### src/hdl/pli_pkg.sv
`default_nettype none

package pli_pkg;

   localparam int DATA_W = 32;   // x, y, slope, intercept and result width
   localparam int DIFF_W = 33;   // exact difference of two data words

   // action codes carried on req_tuser
   localparam logic [1:0] ACT_LOAD  = 2'd0;
   localparam logic [1:0] ACT_QUERY = 2'd1;
   localparam logic [1:0] ACT_CLEAR = 2'd2;

   // status codes carried on rsp_tuser
   localparam logic [1:0] STAT_OK   = 2'd0;
   localparam logic [1:0] STAT_FULL = 2'd1;
   localparam logic [1:0] STAT_FEW  = 2'd2;

   localparam logic signed [DATA_W-1:0] SAT_MAX = 32'sh7FFF_FFFF;
   localparam logic signed [DATA_W-1:0] SAT_MIN = 32'sh8000_0000;

   typedef enum logic [2:0] {
      ST_IDLE,
      ST_START,
      ST_DIV,
      ST_SCAN,
      ST_SEG,
      ST_MUL,
      ST_ADD,
      ST_PUSH
   } state_type;

   // one segment record as stored in the segment RAM
   typedef struct packed {
      logic                     valid;
      logic signed [DATA_W-1:0] slope;
      logic signed [DATA_W-1:0] icpt;
   } seg_entry_type;

   typedef struct packed {
      logic busy;
      logic done;
   } div_stat_type;

   // clamp a 65-bit signed sum to 32 bits signed
   function automatic logic signed [DATA_W-1:0] sat32(input logic signed [64:0] v);
      logic signed [DATA_W-1:0] r;
      if (!v[64] && (|v[63:31])) begin
         r = SAT_MAX;
      end else if (v[64] && !(&v[63:31])) begin
         r = SAT_MIN;
      end else begin
         r = v[DATA_W-1:0];
      end
      return r;
   endfunction

endpackage

`default_nettype wire

### src/hdl/pli_divider.sv
`default_nettype none

// Unsigned restoring divider, one quotient bit per cycle.
module pli_divider #(
   parameter int NUM_W = 57,
   parameter int DEN_W = 33
) (
   input  logic                  clock,
   input  logic                  reset,
   input  logic                  start,
   input  logic [NUM_W-1:0]      dividend,
   input  logic [DEN_W-1:0]      divisor,
   output logic [NUM_W-1:0]      quotient,
   output pli_pkg::div_stat_type stat
);

   import pli_pkg::*;

   localparam int CNT_W = $clog2(NUM_W + 1);

   logic             busy_ff;
   logic             done_ff;
   logic [CNT_W-1:0] cnt_ff;
   logic [DEN_W-1:0] rem_ff;
   logic [DEN_W-1:0] den_ff;
   logic [NUM_W-1:0] quo_ff;

   logic [DEN_W:0]   trial;
   logic [DEN_W:0]   diff;
   logic             ge;
   logic [DEN_W-1:0] rem_in;

   always_comb begin
      trial  = {rem_ff, quo_ff[NUM_W-1]};
      diff   = trial - {1'b0, den_ff};
      ge     = (trial >= {1'b0, den_ff});
      rem_in = ge ? diff[DEN_W-1:0] : trial[DEN_W-1:0];
   end

   always_ff @(posedge clock) begin
      if (reset) begin
         busy_ff <= 1'b0;
         done_ff <= 1'b0;
         cnt_ff  <= '0;
      end else begin
         done_ff <= 1'b0;
         if (start) begin
            busy_ff <= 1'b1;
            cnt_ff  <= CNT_W'(NUM_W);
         end else if (busy_ff) begin
            cnt_ff <= cnt_ff - CNT_W'(1);
            if (cnt_ff == CNT_W'(1)) begin
               busy_ff <= 1'b0;
               done_ff <= 1'b1;
            end
         end
      end
   end

   always_ff @(posedge clock) begin
      if (start) begin
         quo_ff <= dividend;
         rem_ff <= '0;
         den_ff <= divisor;
      end else if (busy_ff) begin
         quo_ff <= {quo_ff[NUM_W-2:0], ge};
         rem_ff <= rem_in;
      end
   end

   assign quotient  = quo_ff;
   assign stat.busy = busy_ff;
   assign stat.done = done_ff;

endmodule

`default_nettype wire

### config.mk
export PLATFORM = sky130hd
export DESIGN_NAME = pli_divider
export DESIGN_NICKNAME = d
export VERILOG_FILES = /design/src/hdl/pli_pkg.sv /design/src/hdl/pli_divider.sv
export SDC_FILE = /design/constraint.sdc
export NUM_CORES = 1
export LEC_CHECK = 0
export BUFFER_PORTS_ARGS = -buffer_cell sky130_fd_sc_hd__clkbuf_2
export CAP_MARGIN = 20
export CORE_ASPECT_RATIO = 0.7
export CORE_UTILIZATION = 50
export CTS_CLUSTER_DIAMETER = 100
export DETAILED_ROUTE_END_ITERATION = 10
export PLACE_DENSITY = 0.74
export SLEW_MARGIN = 20
export SYNTH_ARGS = -nofsm -noshare
export SYNTH_HDL_FRONTEND = slang
export SYNTH_SLANG_ARGS = --single-unit
### constraint.sdc
create_clock -name clock -period 3.95 [get_ports clock]
set_input_delay 0.79 -clock clock [delete_from_list [all_inputs] [get_ports clock]]
set_output_delay 0.79 -clock clock [all_outputs]
set_load 0.1 [all_outputs]
Word level (Yosys, flattened, before mapping)
Index checks and enable logic that the tools add are counted.
W data, S select, Z words.
{"block": "classes", "n_lt_le_gt_ge": 1, "eq_ne": 1, "muxes": 9, "reduce_logical": 3, "add_sub_neg": 2, "bitwise": 1}
{"op": "$mux W57", "count": 2}
{"op": "$ge A34 B33 Y1", "count": 1}
{"op": "$mux W33", "count": 1}
{"op": "$sub A33 B33 Y33", "count": 1}
{"op": "$mux W6", "count": 2}
{"op": "$eq A6 B1 Y1 const B", "count": 1}
{"op": "$sub A6 B1 Y6 const B", "count": 1}
{"op": "$mux W1", "count": 4}
{"op": "$reduce_or A3 Y1", "count": 1}
{"op": "$reduce_bool A2 Y1", "count": 1}
{"op": "$reduce_or A2 Y1", "count": 1}
{"op": "$not A1 Y1", "count": 1}
{"block": "totals", "regBits": 131, "elab_cells": 24, "in_bits": 93}

Depth between registers and ports, before layout
{"block": "depth", "depth_word": 4, "depth_mapped": 14}

Worst setup path before layout
No wires, ideal clock.
{"block": "synth_timing", "path_type": "register to register", "startpoint": "register quo_ff[56], in the netlist quotient[56]", "endpoint": "register rem_ff[7]", "path_slack_ns": 0.388, "arrival_time_ns": 3.471, "required_ns": 3.859, "stages_incl_launch_ff": 14, "period_less_slack_ns": 3.562, "cell_sequence": "edfxtp_1 inv_1 ha_1 inv_1 fa_1 a211oi_1 o21a_1 o211a_1 o31ai_1 o211ai_2 and2_4 buf_6 or3_1 a311oi_1"}
{"block": "synth_via", "elab_chain_cells": 2}
{"element": "from (decl)", "line": "pli_divider.sv:26", "rtl": "logic [NUM_W-1:0] quo_ff;"}
{"element": "from (signal assigned)", "line": "pli_divider.sv:62", "rtl": "quo_ff <= dividend;"}
{"element": "from (signal assigned)", "line": "pli_divider.sv:66", "rtl": "quo_ff <= {quo_ff[NUM_W-2:0], ge};"}
{"element": "$sub A33 B33 Y33 or $ge A34 B33 Y1 (tied branches)", "line": "pli_divider.sv:35, pli_divider.sv:36"}
{"element": "$mux W33 (*)", "line": "pli_divider.sv:37", "rtl": "rem_in = ge ? diff[DEN_W-1:0] : trial[DEN_W-1:0];"}
{"element": "to (signal assigned)", "line": "pli_divider.sv:67", "rtl": "rem_ff <= rem_in;"}
{"element": "to (decl)", "line": "pli_divider.sv:24", "rtl": "logic [DEN_W-1:0] rem_ff;"}
Mark *: on every way between the ends. The rest lies on a longest branch, timed or not.
A chain may end at the register's enable or synchronous reset.

Worst setup path in the final report
{"block": "layout_timing", "startpoint": "register den_ff[23]", "endpoint": "register rem_ff[7]"}
{"block": "layout_via", "elab_chain_cells": 2}
{"element": "from (decl)", "line": "pli_divider.sv:25", "rtl": "logic [DEN_W-1:0] den_ff;"}
{"element": "from (signal assigned)", "line": "pli_divider.sv:64", "rtl": "den_ff <= divisor;"}
{"element": "$ge A34 B33 Y1", "line": "pli_divider.sv:36", "rtl": "ge = (trial >= {1'b0, den_ff});"}
{"element": "$mux W33", "line": "pli_divider.sv:37"}
Every way passes these cells.

==> impl_metrics.csv <==
group,metric,value,unit
yosys,ys_seq_elements,131,
global_routing,track_usage,22.6,%
yosys,async_reset_ff_share,0,%
global_routing,grt_overflow,0,
die,core,0.0139,mm^2
yosys,syn_avg_cell_area,10.7,um^2
finish,nets,935,
timing,fin_setup_tns,0,ps
die,num_rows,36,
cts,cts_sinks,131,
power,p_sw,1510,uW
power,power_leakage,0.00357,uW
worst_setup_path,r2r-end,"rem_ff[7]",
timing,min_period,3290,ps
worst_setup_path,worstSetupEndpointType,"register",
die,dieWidth,144,um
die,initial_utilization,51.2,%
timing,final.setup_skew,7.88,ps
placement,dp_cells,977,
cts,post_cts_buffers,0,
worst_setup_path,cp-start-kind,"register",
detailed_routing,ant_nets,0,
worst_setup_path,worstPathMaxFanout,23,
yosys,syn_area,0.00711,mm^2
worst_setup_path,cp.arrival,3600,ps
worst_setup_path,crit_start,"den_ff[23]",
placement,dp_hpwl,11.8,mm
cts,ctsHoldBuffers,0,
timing,timing.fmax,304,MHz
yosys,postSynthCellCount,663,
yosys,synth_edf_count,90,
worst_setup_path,cp.required,4270,ps
cts,cts-resized-gates,0,
power,power_density,498,mW/mm^2
power,p_clk_share,32.3,%
timing,hold_violations,0,
finish,most-common-layout-cells,"clkbuf_2, edfxtp_1, nand2_1, mux2_2, nor2_1",
worst_setup_path,ff2ff_path_depth,10,
die,ioPinCount,152,
detailed_routing,routedWlPerCell,16.2,um
worst_setup_path,rrSetupSlack,660,ps
cts,cts_inserted_buffers,17,
cts,cts_max_level,4,
cts,cts.path.max_buffers,2,
finish,drive_gt1_share,30.9,%
worst_setup_path,slowest_delay,560,ps
cts,cts_tree,"built",
placement,io_buffers,151,
worst_setup_path,setup.worst_path.end,"rem_ff[7]",
cts,clock_latency,420,ps
worst_setup_path,slowest_stage,"or4_1",
finish,antennaDiodeCount,0,
finish,fin_cells,1009,
worst_setup_path,rr_startpoint,"den_ff[23]",
detailed_routing,num_vias,5611,
timing,min_period_over_period,83.2,%
job,drv_cap,0,
detailed_routing,drtPass1Iterations,5,
global_routing,grt_pass1_vias,5251,
timing,maxSlewViolCount,0,
timing,relSlewSlack,37.3,%
yosys,synthFlopType,"edfxtp_1",
worst_setup_path,path_class,"register to register",
die,die_h,102,um
global_routing,antenna_found_initial,0,
cts,clk_pin_slew_worst_paths,60,ps
finish,syn_to_final_growth,19.9,%
timing,worst_pin_slew,934,ps
die,die_area,0.0147,mm^2
status,status,"finished, final reports clean",
yosys,synth_nets,792,
power,seq_power_share,39.6,%
power,ir_drop,0.289,mV
timing,rsz0062_at_grt,"false",
detailed_routing,drcViolationCount,0,
yosys,synth_warnings,0,
power,power_frac_comb,28.1,%
global_routing,grt_pass1_wl,25.4,mm
power,switching_share,35.7,%
detailed_routing,first_iter_violations,424,
yosys,yosysUniqueCellTypes,56,
detailed_routing,drt_wl_total,16.3,mm
worst_hold_path,hp-class,"register to register",
power,p_int,2730,uW
timing,finalSetupViolations,0,
worst_hold_path,worstHoldPathCells,2,
placement,gp_congestion,0.948,
cts,root_buffer,"clkbuf_16",
global_routing,grt_max_degree,58,
detailed_routing,via_per_inst,5.56,
yosys,ys_seq_area_share,49.6,%
finish,mostFrequentLayoutCell,"clkbuf_2",
worst_setup_path,path_cells,"inv_1 > ha_1 > nand4_2 > or4_1 > or4_4 > nand4_1 > o211ai_2 > and2_4 > or3_1 > a311oi_1",
[metal layers]
layer	track usage (%)	wire length, um	vias up
met3	5.96	901	24
met1	32.5	7810	2700
met4	8.74	273	0
met2	32.5	7340	155
li1	-	-	2732
met5	0	0	-
[per-stage QoR]
step / cell area, um^2 / total power (uW) / hold WS (ps) / setup slack [ps] / util, %
final: 8520 / 4240 / 494 / 662 / 61.4
after global placement: 8010 / 2860 / 468 / 781 / 57.7
after CTS: 8520 / 4260 / 494 / 656 / 61.4
after global routing: 8520 / 4420 / 515 / 450 / 61.4
after floorplan: 7110 / 2650 / 449 / 388 / -
after detailed placement: 8010 / 2890 / 484 / 694 / 57.7
[power groups by stage]
stage          logic [uW]  clock network, uW  registers [uW]
6_report             1190               1370            1680
4_1_cts              1190               1400            1680
3_5_place_dp         1180                  0            1710
5_1_grt              1270               1450            1700
2_1_floorplan         499                  0            2150
3_3_place_gp         1160                  0            1700
[worst max-delay path: cells and delay by family (launching register included)]
| family | cells | cell delay, ps |
|---|---|---|
| AOI/OAI and AO/OA | 2 | 410 |
| adders and majority gates | 1 | 440 |
| buffers and inverters | 1 | 40 |
| DFF | 1 | 320 |
| and+or+nand+nor | 6 | 1970 |
[logic make-up (layout without fill, tap and decap cells)]
| kind of cell | after synthesis | in the layout | synth area share [%] |
|---|---|---|---|
| AOI/OAI and AO/OA | 146 | 146 | 13.8 |
| xor gates and xnor gates | 33 | 33 | 4.07 |
| adders and majority gates | 36 | 36 | 6.44 |
| buffers and inverters | 73 | 229 | 4.24 |
| DFF | 131 | 131 | 49.6 |
| muxes | 64 | 64 | 10.0 |
| and+or+nand+nor | 180 | 180 | 11.9 |
[worst min-delay path by stage]
stage                     slack (ps)         end       start
final                            490   rem_ff[8]   rem_ff[8]
after global routing             520  rem_ff[28]  rem_ff[28]
after CTS                        490  rem_ff[28]  rem_ff[28]
after detailed placement         480   rem_ff[2]   rem_ff[2]
after global placement           470  rem_ff[22]  rem_ff[22]
after floorplan                  450  rem_ff[32]  rem_ff[32]
[registers in the layout, summed over array words and instances (netlist names)]
signal	flops
cnt_ff	6
rem_ff	33
quotient	57
done_ff	1
busy_ff	1
den_ff	33
[cells in the mapped netlist (5+ instances only)]
cell	number	area [um^2]
edfxtp_1	90	2700
nor3_1	7	35.0
a21oi_1	41	205
o21a_1	8	60.1
ha_1	35	438
mux2i_1	7	70.1
mux2_2	57	642
dfxtp_1	41	821
and3_1	5	31.3
nor2_1	49	184
nand3_1	9	45.0
nand4_1	9	56.3
o211ai_1	5	37.5
o21ai_0	27	135
a31oi_1	5	31.3
a211oi_1	8	60.1
xor2_1	17	149
nand2_1	69	259
xnor2_1	16	140
clkbuf_1	23	86.3
a311oi_1	16	140
a21o_1	10	75.1
inv_1	39	146
or3_1	6	37.5
[layout make-up]
class                           instances  area [um^2]
Clock buffer                           21          440
Clock inverter                         11         66.3
Multi-Input combinational cell        459         3280
Fill cell                            1181         5360
Tap cell                              190          238
Timing Repair Buffer                  158          823
Sequential cell                       131         3520
Inverter                               39          146
Power figures use the tool's default switching activity.
